**src/sv/fbfha_pkg.sv**
```systemverilog
// fbfha_pkg: shared types and codes for the first/best fit heap allocator
// used by the controller, the datapath, the top level and the checker
// no dependencies
package fbfha_pkg;

    // fixed field widths of the request and result beats
    localparam int REQ_W    = 11;
    localparam int ADDR_W   = 10;
    localparam int STATUS_W = 2;

    // operation codes
    localparam logic OP_ALLOC = 1'b0;
    localparam logic OP_FREE  = 1'b1;

    // result status codes
    localparam logic [STATUS_W-1:0] ST_OK      = 2'd0;
    localparam logic [STATUS_W-1:0] ST_NOFIT   = 2'd1;
    localparam logic [STATUS_W-1:0] ST_INVALID = 2'd2;

    // placement policy codes
    localparam logic STRAT_FIRST = 1'b0;
    localparam logic STRAT_BEST  = 1'b1;

    // commands from the controller to the datapath
    typedef struct packed {
        logic clear;      // write one reset entry, advance sweep counter
        logic accept;     // latch a request beat, restart the scan
        logic scan_step;  // issue next granule read, evaluate previous one
        logic free_rd;    // read the entry named by the free address
        logic free_wr;    // mark that entry free if it is an allocated block
        logic split_wr;   // write the remainder block when the pick is split
        logic pick_wr;    // write the picked block as allocated
        logic load_out;   // load the result into the output register
    } fbfha_cmd_t;

    // status from the datapath to the controller
    typedef struct packed {
        logic clear_last;   // sweep is at the last granule
        logic in_free;      // incoming beat is a free request
        logic free_pre_ok;  // free address is non-null, aligned and in range
        logic scan_done;    // search over the block table has finished
    } fbfha_stat_t;

endpackage

```
**src/sv/fbfha_ram.sv**
```systemverilog
// fbfha_ram: generic simple dual port ram, one write and one read port
// read data registered, held while no read is issued
// no dependencies
module fbfha_ram #(
    parameter int WIDTH = 12,
    parameter int DEPTH = 128
) (
    input  logic                     clk,
    input  logic                     we,
    input  logic [$clog2(DEPTH)-1:0] waddr,
    input  logic [WIDTH-1:0]         wdata,
    input  logic                     re,
    input  logic [$clog2(DEPTH)-1:0] raddr,
    output logic [WIDTH-1:0]         rdata
);

    logic [WIDTH-1:0] mem_reg [DEPTH];
    logic [WIDTH-1:0] rdata_reg;

    // write port
    always_ff @(posedge clk) begin
        if (we) begin
            mem_reg[waddr] <= wdata;
        end
    end

    // registered read port
    always_ff @(posedge clk) begin
        if (re) begin
            rdata_reg <= mem_reg[raddr];
        end
    end

    assign rdata = rdata_reg;

endmodule

```
**src/sv/fbfha_ctrl.sv**
```systemverilog
// fbfha_ctrl: sequencing state machine of the heap allocator
// drives fbfha_cmd_t to the datapath and owns the handshake flags
// depends on fbfha_pkg
module fbfha_ctrl
    import fbfha_pkg::*;
(
    input  logic        aclk,
    input  logic        aresetn,
    input  logic        s_valid,
    output logic        s_ready,
    output logic        m_valid,
    input  logic        m_ready,
    input  fbfha_stat_t stat,
    output fbfha_cmd_t  cmd
);

    typedef enum logic [7:0] {
        S_CLEAR    = 8'b0000_0001,
        S_IDLE     = 8'b0000_0010,
        S_FREE_RD  = 8'b0000_0100,
        S_FREE_CHK = 8'b0000_1000,
        S_SCAN     = 8'b0001_0000,
        S_SPLIT_WR = 8'b0010_0000,
        S_PICK_WR  = 8'b0100_0000,
        S_DONE     = 8'b1000_0000
    } state_t;

    state_t state_reg, state_next;
    logic   m_valid_reg, m_valid_next;
    logic   out_free;

    assign out_free = !m_valid_reg || m_ready;
    assign s_ready  = (state_reg == S_IDLE);
    assign m_valid  = m_valid_reg;

    // next state and command decode
    always_comb begin
        state_next = state_reg;
        cmd        = '0;
        unique case (state_reg)
            S_CLEAR: begin
                cmd.clear = 1'b1;
                if (stat.clear_last) begin
                    state_next = S_IDLE;
                end
            end
            S_IDLE: begin
                if (s_valid) begin
                    cmd.accept = 1'b1;
                    state_next = stat.in_free ? S_FREE_RD : S_SCAN;
                end
            end
            S_FREE_RD: begin
                if (stat.free_pre_ok) begin
                    cmd.free_rd = 1'b1;
                    state_next  = S_FREE_CHK;
                end else begin
                    state_next  = S_DONE;
                end
            end
            S_FREE_CHK: begin
                cmd.free_wr = 1'b1;
                state_next  = S_DONE;
            end
            S_SCAN: begin
                cmd.scan_step = 1'b1;
                if (stat.scan_done) begin
                    state_next = S_SPLIT_WR;
                end
            end
            S_SPLIT_WR: begin
                cmd.split_wr = 1'b1;
                state_next   = S_PICK_WR;
            end
            S_PICK_WR: begin
                cmd.pick_wr = 1'b1;
                state_next  = S_DONE;
            end
            S_DONE: begin
                if (out_free) begin
                    cmd.load_out = 1'b1;
                    state_next   = S_IDLE;
                end
            end
            default: begin
                state_next = S_IDLE;
            end
        endcase
    end

    // output valid flag
    always_comb begin
        if (cmd.load_out) begin
            m_valid_next = 1'b1;
        end else if (m_ready) begin
            m_valid_next = 1'b0;
        end else begin
            m_valid_next = m_valid_reg;
        end
    end

    always_ff @(posedge aclk) begin
        if (!aresetn) begin
            state_reg   <= S_CLEAR;
            m_valid_reg <= 1'b0;
        end else begin
            state_reg   <= state_next;
            m_valid_reg <= m_valid_next;
        end
    end

endmodule

```
**src/sv/fbfha_dpath.sv**
```systemverilog
// fbfha_dpath: block table memory, granule scan, fit compare and result register
// acts on fbfha_cmd_t from the controller, reports fbfha_stat_t
// depends on fbfha_pkg and fbfha_ram
module fbfha_dpath
    import fbfha_pkg::*;
#(
    parameter int HEAP_BYTES   = 1024,
    parameter int HEADER_BYTES = 16
) (
    input  logic                aclk,
    input  logic                aresetn,
    input  logic                s_operation,
    input  logic [REQ_W-1:0]    s_request_size,
    input  logic [ADDR_W-1:0]   s_block_address,
    input  logic                cfg_valid,
    input  logic                cfg_strategy,
    input  fbfha_cmd_t          cmd,
    output fbfha_stat_t         stat,
    output logic [ADDR_W-1:0]   m_payload_address,
    output logic [STATUS_W-1:0] m_status
);

    localparam int GRANULES  = HEAP_BYTES / 8;
    localparam int HDR_B     = ((HEADER_BYTES + 7) / 8) * 8;
    localparam int G_W       = $clog2(GRANULES);
    localparam int CNT_W     = $clog2(GRANULES + 1);
    localparam int SIZE_W    = $clog2(HEAP_BYTES + 1);
    localparam int E_W       = SIZE_W + 2;
    localparam int S_W       = REQ_W + 1;
    localparam int CMP_W     = ((SIZE_W > S_W) ? SIZE_W : S_W) + 1;
    localparam int NG_W      = CMP_W + 1;
    localparam int PA_W      = ((G_W + 4) > ADDR_W) ? (G_W + 4) : ADDR_W;
    localparam int FG_W      = ((G_W > 7) ? G_W : 7) + 1;
    localparam int INIT_SIZE = GRANULES * 8 - HDR_B;

    // table entry layout: start, free, payload size
    localparam int E_START = E_W - 1;
    localparam int E_FREED = E_W - 2;

    // configuration
    logic strategy_reg, strategy_next;

    // latched request
    logic              op_reg;
    logic [S_W-1:0]    s_reg;
    logic [ADDR_W-1:0] addr_reg;
    logic [S_W-1:0]    s_round;

    // scan and search state
    logic [CNT_W-1:0]  cnt_reg, cnt_next;
    logic              rd_vld_reg, rd_vld_next;
    logic [G_W-1:0]    rd_g_reg;
    logic              found_reg, found_next;
    logic [G_W-1:0]    pick_g_reg;
    logic [SIZE_W-1:0] pick_size_reg;
    logic              free_ok_reg, free_ok_next;

    // output register payload
    logic [ADDR_W-1:0]   out_addr_reg;
    logic [STATUS_W-1:0] out_status_reg;

    // memory ports
    logic             ram_we, ram_re;
    logic [G_W-1:0]   ram_waddr, ram_raddr;
    logic [E_W-1:0]   ram_wdata, ram_rdata;

    // decoded read data and derived values
    logic              rd_start, rd_freed;
    logic [SIZE_W-1:0] rd_size;
    logic [CMP_W-1:0]  t_w;
    logic              issue, cand, take, split, ng_ok;
    logic [NG_W-1:0]   ng;
    logic [SIZE_W-1:0] rest;
    logic [PA_W-1:0]   pay_wide;
    logic [ADDR_W-1:0] off;
    logic [FG_W-1:0]   free_g;
    logic              free_hit;

    fbfha_ram #(
        .WIDTH (E_W),
        .DEPTH (GRANULES)
    ) u_table (
        .clk   (aclk),
        .we    (ram_we),
        .waddr (ram_waddr),
        .wdata (ram_wdata),
        .re    (ram_re),
        .raddr (ram_raddr),
        .rdata (ram_rdata)
    );

    assign rd_start = ram_rdata[E_START];
    assign rd_freed = ram_rdata[E_FREED];
    assign rd_size  = ram_rdata[SIZE_W-1:0];

    // request size rounded up to whole granules, plus one header
    assign s_round = (S_W'(s_request_size) + S_W'(7)) & ~S_W'(7);
    assign t_w     = CMP_W'(s_reg) + CMP_W'(HDR_B);

    // scan: one granule read per cycle, compare the one read last cycle
    assign issue = cmd.scan_step && (cnt_reg != CNT_W'(GRANULES));
    assign cand  = rd_vld_reg && rd_start && rd_freed && (CMP_W'(rd_size) >= t_w);
    assign take  = cand && (!found_reg ||
                   ((strategy_reg == STRAT_BEST) && (rd_size < pick_size_reg)));

    // split of the picked block
    assign split = (CMP_W'(pick_size_reg) != t_w);
    assign ng    = NG_W'(pick_g_reg) + NG_W'(t_w >> 3);
    assign ng_ok = ng < NG_W'(GRANULES);
    assign rest  = SIZE_W'(CMP_W'(pick_size_reg) - t_w);

    // payload byte address of the picked block
    assign pay_wide = {(PA_W - G_W)'(0), pick_g_reg} * PA_W'(8) + PA_W'(HDR_B);

    // free address decode
    assign off      = addr_reg - ADDR_W'(HDR_B);
    assign free_g   = FG_W'(off[ADDR_W-1:3]);
    assign free_hit = rd_start && !rd_freed;

    // status to the controller
    always_comb begin
        stat.clear_last  = (cnt_reg == CNT_W'(GRANULES - 1));
        stat.in_free     = (s_operation == OP_FREE);
        stat.free_pre_ok = (addr_reg != '0) && (addr_reg >= ADDR_W'(HDR_B)) &&
                           (off[2:0] == 3'b000) && (free_g < FG_W'(GRANULES));
        stat.scan_done   = (found_reg && (strategy_reg == STRAT_FIRST)) ||
                           ((cnt_reg == CNT_W'(GRANULES)) && !rd_vld_reg);
    end

    // memory read port
    always_comb begin
        ram_re    = issue || cmd.free_rd;
        ram_raddr = cmd.free_rd ? free_g[G_W-1:0] : cnt_reg[G_W-1:0];
    end

    // memory write port
    always_comb begin
        ram_we    = 1'b0;
        ram_waddr = cnt_reg[G_W-1:0];
        ram_wdata = '0;
        priority if (cmd.clear) begin
            ram_we = 1'b1;
            if (cnt_reg == '0) begin
                ram_wdata = {1'b1, 1'b1, SIZE_W'(INIT_SIZE)};
            end
        end else if (cmd.split_wr) begin
            ram_we    = found_reg && split && ng_ok;
            ram_waddr = ng[G_W-1:0];
            ram_wdata = {1'b1, 1'b1, rest};
        end else if (cmd.pick_wr) begin
            ram_we    = found_reg;
            ram_waddr = pick_g_reg;
            ram_wdata = {1'b1, 1'b0, split ? SIZE_W'(s_reg) : pick_size_reg};
        end else if (cmd.free_wr) begin
            ram_we    = free_hit;
            ram_waddr = free_g[G_W-1:0];
            ram_wdata = {1'b1, 1'b1, rd_size};
        end else begin
            ram_we = 1'b0;
        end
    end

    // control next values
    always_comb begin
        strategy_next = cfg_valid ? cfg_strategy : strategy_reg;

        cnt_next = cnt_reg;
        if (cmd.accept) begin
            cnt_next = '0;
        end else if (cmd.clear || issue) begin
            cnt_next = cnt_reg + CNT_W'(1);
        end

        rd_vld_next = issue;

        found_next = found_reg;
        if (cmd.accept) begin
            found_next = 1'b0;
        end else if (take) begin
            found_next = 1'b1;
        end

        free_ok_next = free_ok_reg;
        if (cmd.accept) begin
            free_ok_next = 1'b0;
        end else if (cmd.free_wr && free_hit) begin
            free_ok_next = 1'b1;
        end
    end

    always_ff @(posedge aclk) begin
        if (!aresetn) begin
            strategy_reg <= STRAT_FIRST;
            cnt_reg      <= '0;
            rd_vld_reg   <= 1'b0;
            found_reg    <= 1'b0;
            free_ok_reg  <= 1'b0;
        end else begin
            strategy_reg <= strategy_next;
            cnt_reg      <= cnt_next;
            rd_vld_reg   <= rd_vld_next;
            found_reg    <= found_next;
            free_ok_reg  <= free_ok_next;
        end
    end

    // request latch, scan address and best candidate
    always_ff @(posedge aclk) begin
        if (cmd.accept) begin
            op_reg   <= s_operation;
            s_reg    <= s_round;
            addr_reg <= s_block_address;
        end
        if (issue) begin
            rd_g_reg <= cnt_reg[G_W-1:0];
        end
        if (take) begin
            pick_g_reg    <= rd_g_reg;
            pick_size_reg <= rd_size;
        end
    end

    // result register
    always_ff @(posedge aclk) begin
        if (cmd.load_out) begin
            if (op_reg == OP_ALLOC) begin
                out_addr_reg   <= found_reg ? pay_wide[ADDR_W-1:0] : '0;
                out_status_reg <= found_reg ? ST_OK : ST_NOFIT;
            end else begin
                out_addr_reg   <= '0;
                out_status_reg <= ((addr_reg == '0) || free_ok_reg) ? ST_OK : ST_INVALID;
            end
        end
    end

    assign m_payload_address = out_addr_reg;
    assign m_status          = out_status_reg;

endmodule

```
**src/sv/first_best_fit_heap_allocator.sv**
```systemverilog
// first_best_fit_heap_allocator: top level, controller plus datapath
// depends on fbfha_pkg, fbfha_ctrl, fbfha_dpath, fbfha_ram
//
// Usage
//   Request channel (s_valid/s_ready): one beat per allocate or free request.
//   Allocate rounds s_request_size up to 8 bytes and places the block by the
//   strategy register; free takes the payload byte address in s_block_address.
//   Result channel (m_valid/m_ready): one beat per request with the payload
//   address and a status code.
//   Config channel (cfg_valid/cfg_ready): writes the strategy bit, 0 first fit,
//   1 best fit; always ready. The user must write it only while no request
//   is in flight; the block itself does not enforce this.
// Timing
//   Allocate reads the table one granule per cycle through the memory's read
//   port; first fit stops early when a block fits. Free reads the named entry
//   and marks it free, or skips both for an invalid address. One request is
//   in flight at a time; the next is taken in the cycle after a result loads.
// Reset and stalls
//   After reset a clearing pass writes every table entry while s_ready stays
//   low; config writes are taken during it.
//   A stalled result sits in the output register; the next request is still
//   accepted and runs, and waits for that register before it is shown.
module first_best_fit_heap_allocator
    import fbfha_pkg::*;
#(
    parameter int HEAP_BYTES   = 1024,
    parameter int HEADER_BYTES = 16
) (
    input  logic                aclk,
    input  logic                aresetn,
    input  logic                s_valid,
    output logic                s_ready,
    input  logic                s_operation,
    input  logic [REQ_W-1:0]    s_request_size,
    input  logic [ADDR_W-1:0]   s_block_address,
    output logic                m_valid,
    input  logic                m_ready,
    output logic [ADDR_W-1:0]   m_payload_address,
    output logic [STATUS_W-1:0] m_status,
    input  logic                cfg_valid,
    output logic                cfg_ready,
    input  logic                cfg_strategy
);

    fbfha_cmd_t  cmd;
    fbfha_stat_t stat;

    // config register always takes its beat
    assign cfg_ready = 1'b1;

    fbfha_ctrl u_ctrl (
        .aclk    (aclk),
        .aresetn (aresetn),
        .s_valid (s_valid),
        .s_ready (s_ready),
        .m_valid (m_valid),
        .m_ready (m_ready),
        .stat    (stat),
        .cmd     (cmd)
    );

    fbfha_dpath #(
        .HEAP_BYTES   (HEAP_BYTES),
        .HEADER_BYTES (HEADER_BYTES)
    ) u_dpath (
        .aclk              (aclk),
        .aresetn           (aresetn),
        .s_operation       (s_operation),
        .s_request_size    (s_request_size),
        .s_block_address   (s_block_address),
        .cfg_valid         (cfg_valid),
        .cfg_strategy      (cfg_strategy),
        .cmd               (cmd),
        .stat              (stat),
        .m_payload_address (m_payload_address),
        .m_status          (m_status)
    );

endmodule

```
**config.mk**
```make
export PLATFORM = sky130hd
export DESIGN_NAME = first_best_fit_heap_allocator
export DESIGN_NICKNAME = d
export VERILOG_FILES = /design/src/sv/fbfha_pkg.sv /design/src/sv/fbfha_ram.sv /design/src/sv/fbfha_ctrl.sv /design/src/sv/fbfha_dpath.sv /design/src/sv/first_best_fit_heap_allocator.sv
export SDC_FILE = /design/constraint.sdc
export NUM_CORES = 2
export LEC_CHECK = 0
export ABC_AREA = 0
export BUFFER_PORTS_ARGS = -buffer_cell sky130_fd_sc_hd__buf_4
export CORE_ASPECT_RATIO = 0.8
export CORE_UTILIZATION = 34
export DETAILED_ROUTE_END_ITERATION = 8
export HOLD_SLACK_MARGIN = 0.06
export PLACE_DENSITY_LB_ADDON = 0.25
export SLEW_MARGIN = 40
export SYNTH_ARGS = -nofsm -noshare
export SYNTH_HDL_FRONTEND = slang
export SYNTH_SLANG_ARGS = --single-unit
```
**constraint.sdc**
```tcl
create_clock -name aclk -period 9.2 [get_ports aclk]
set_input_delay 2.76 -clock aclk [delete_from_list [all_inputs] [get_ports aclk]]
set_output_delay 2.76 -clock aclk [all_outputs]
set_load 0.05 [all_outputs]
```
==> flow_summary.yaml <==
layout:
  fin_area_sq_mm: 0.0805
  fin_cells: 7504
  largest_reg_flops: 1664
  drive_above_1_share_pct: 14.8
  area_growth_pct: 14.1
  nets: 4703
route:
  wl_per_cell_um: 28.3
  drc_errors: 0
  num_vias: 41900
  vias_per_cell: 5.58
  first_pass_iters: 8
  routed_wl_um: 213000
  drtIter0Drc: 5337
  antenna_left: 0
cts:
  cts.path.max_buffers: 3
  post_cts_buffers: 0
  htree_levels: 4
  cts.sinks: 1752
  cts.repair.resized: 0
  numCtsBuffers: 174
  path_clk_slew_ps: 70
  clkLatencyLatePin_ps: 830
  clockRootBuffer: "clkbuf_16"
  cts_hold_buf: 0
  cts_tree: "built"
synth:
  ys_ff_latch: 1752
  yosys_warnings: 0
  ys.flop_type: "edfxtp_1"
  synth_most_common_cell: "edfxtp_1"
  synth_compound_area_share_pct: 7.44
  synthMuxAreaShare_pct: 6.54
  yosysTopAreaCellShare_pct: 73.7
  synth_area_leaders: "edfxtp_1 74%, mux2i_1 4.7%, nand2_1 3.3%"
  synthCells: 4563
  ys_top_cells_by_count: "1731 x edfxtp_1, 616 x nand2_1, 333 x mux2i_1, 188 x nor2_1, 174 x nand3_1"
  synth_top_family_by_area: "simple AND/OR/NAND/NOR gates"
  seq_area_frac_synth_pct: 74.3
  synth_edf_count: 1731
  syn-cell-area_sq_mm: 0.0705
  synth_area_leader_cell: "edfxtp_1"
  syn_area_per_cell_sq_um: 15.5
  synth_simple_gate_area_share_pct: 8.33
  synthAdderAreaFrac_pct: 0.713
  ys_async_sr_fraction_pct: 0
  synth_cell_types: 83
  synth_xor_area_share_pct: 0.484
global_route:
  antenna_found_initial: 7
  grt_pass1_vias: 39000
  grt_overflow: 0
  track_usage_pct: 19.9
  grt_pass1_wl_um: 300000
  grt_max_degree: 131
sta:
  relSlewSlack_pct: 35.3
  worst_slew_pin_slew_ps: 945
  skew_ps: 42.1
  setup_tns_ps: 0
  fin_crit_ps: 5710
  slew_violations: 0
  fin_crit_sh_pct: 62.0
  whs_ps: 405
  setup_viol: 0
  max_freq_mhz: 175
  rsz0062_at_grt: "false"
  finalHoldViolCount: 0
setup_path:
  crit_type: "flip-flop to flip-flop"
  critPathRequiredTime_ps: 9790
  worstSetupStartpointType: "flip-flop"
  crit_fanout: 13
  crit_path_cell_trace: "ha_1, nand3_1, xnor2_1, inv_1, ha_1, nand4_1, nor4b_1, nand2_1, nor2b_2, and4b_1, or3_1, nand2b_2, nor2_1, buf_4"
  reg2regPathDepth: 14
  crit_cells: 14
  cpPeakStageDelay_ps: 850
  cp_common_cell: "ha_1"
  end_kind: "flip-flop"
  worst-path-buf-inv: 2
  critPathLaunch: "u_dpath.s_reg[4]"
  r2r-end: "u_dpath.u_table.mem_reg[53][5]"
  critPathTopFamily: "simple AND/OR/NAND/NOR gates"
  arrival_ps: 6290
  rr_startpoint: "u_dpath.s_reg[4]"
  reg2reg_slack_ps: 3490
  critPathSlowestCell: "nand2b_2"
  crit_end: "u_dpath.u_table.mem_reg[53][5]"
die:
  pin_count: 43
  dieHeight_um: 409
  core_area_sq_mm: 0.206
  initial_utilization_pct: 34.2
  rows: 149
  fp.dieW_um: 511
  die-area_sq_mm: 0.209
place:
  dp_cells: 7173
  placed_area_sq_mm: 0.0748
  place_congestion: 0.875
  dp_hpwl_um: 129000
  portBuffers: 38
pwr:
  fin_total_pwr_uw: 23500
  power_leakage_uw: 0.0248
  p_per_area_mw_per_mm2: 292
  vdd_drop_max_mv: 0.237
outcome:
  outcome: "complete, no violations"
job:
  drv_cap: 0
hold_path:
  min_path_type: "flip-flop to flip-flop"
metal layers:
metal	GRT usage [%]	vias to the layer above	routed length [um]
met4	4.22	0	3930
met2	28.0	1916	89300
met1	30.7	21600	99300
met3	4.51	229	20100
met5	0	-	0
li1	-	18100	-
report_power, final:
group	internal [uW]	switching, uW	leakage, uW
combinational	1420	4600	0.00676
clock	3920	3130	0.00271
sequential	10400	57.4	0.0154
final cells by class:
type | instances | area (sq um)
diodes | 2 | 5.00
clock buffers | 214 | 4530
clock inverters | 110 | 1070
fillers | 18900 | 126000
inverters | 39 | 146
multi-input cells | 2483 | 17300
flip-flops and latches | 1752 | 52400
well taps | 2718 | 3400
repair buffers | 186 | 1640
cell usage in the layout, fill, tap and decap left out, types with 21 or more instances in the layout:
cell,netlist,routed
edfxtp_1,1731,1731
nand2_1,616,611
mux2i_1,333,333
clkbuf_16,0,176
nand3_1,174,170
a32oi_1,162,162
buf_4,39,162
mux2_2,113,113
nor2_1,188,101
nand4_1,93,93
and3_1,81,81
a31oi_1,79,78
nor2_2,1,69
a211oi_1,56,54
clkinv_1,0,51
o21ai_0,51,45
o22ai_1,43,42
a32o_1,39,39
clkbuf_1,150,39
a21oi_1,41,38
inv_1,39,38
ha_1,37,37
a2111oi_0,37,35
o221ai_1,33,29
xnor2_1,22,22
nor2_4,2,21
clkinv_2,0,21
dfxtp_1,21,21
per-stage QoR:
stage | utilization (%) | setup WS (ps)
floorplan | - | 700
global placement | 36.0 | 3210
detailed placement | 36.3 | 3600
CTS | 39.0 | 3540
global route | 39.0 | 3290
finish | 39.0 | 3490
worst min path at each step:
stage	cells after the start	startpoint	end	slack (ps)
6_report	0	u_dpath.rd_g_reg[0]	u_dpath.pick_g_reg[0]	410
4_1_cts	0	u_dpath.rd_g_reg[3]	u_dpath.pick_g_reg[3]	410
3_3_place_gp	0	u_dpath.rd_g_reg[5]	u_dpath.pick_g_reg[5]	400
2_1_floorplan	0	u_dpath.rd_g_reg[0]	u_dpath.pick_g_reg[0]	400
3_5_place_dp	0	u_dpath.rd_g_reg[0]	u_dpath.pick_g_reg[0]	410
5_1_grt	0	u_dpath.rd_g_reg[3]	u_dpath.pick_g_reg[3]	410
kinds of logic (layout without fill, tap and decap cells):
family / after synthesis / in the layout
adders and majority gates: 39 / 39
muxes: 447 / 447
other: 2 / 6
DFF: 1752 / 1752
buffers and inverters: 330 / 549
and+or+nand+nor: 1282 / 1282
xor gates and xnor gates: 39 / 39
AOI/OAI and AO/OA: 672 / 672
No activity file was read; power rests on OpenSTA's default activity.
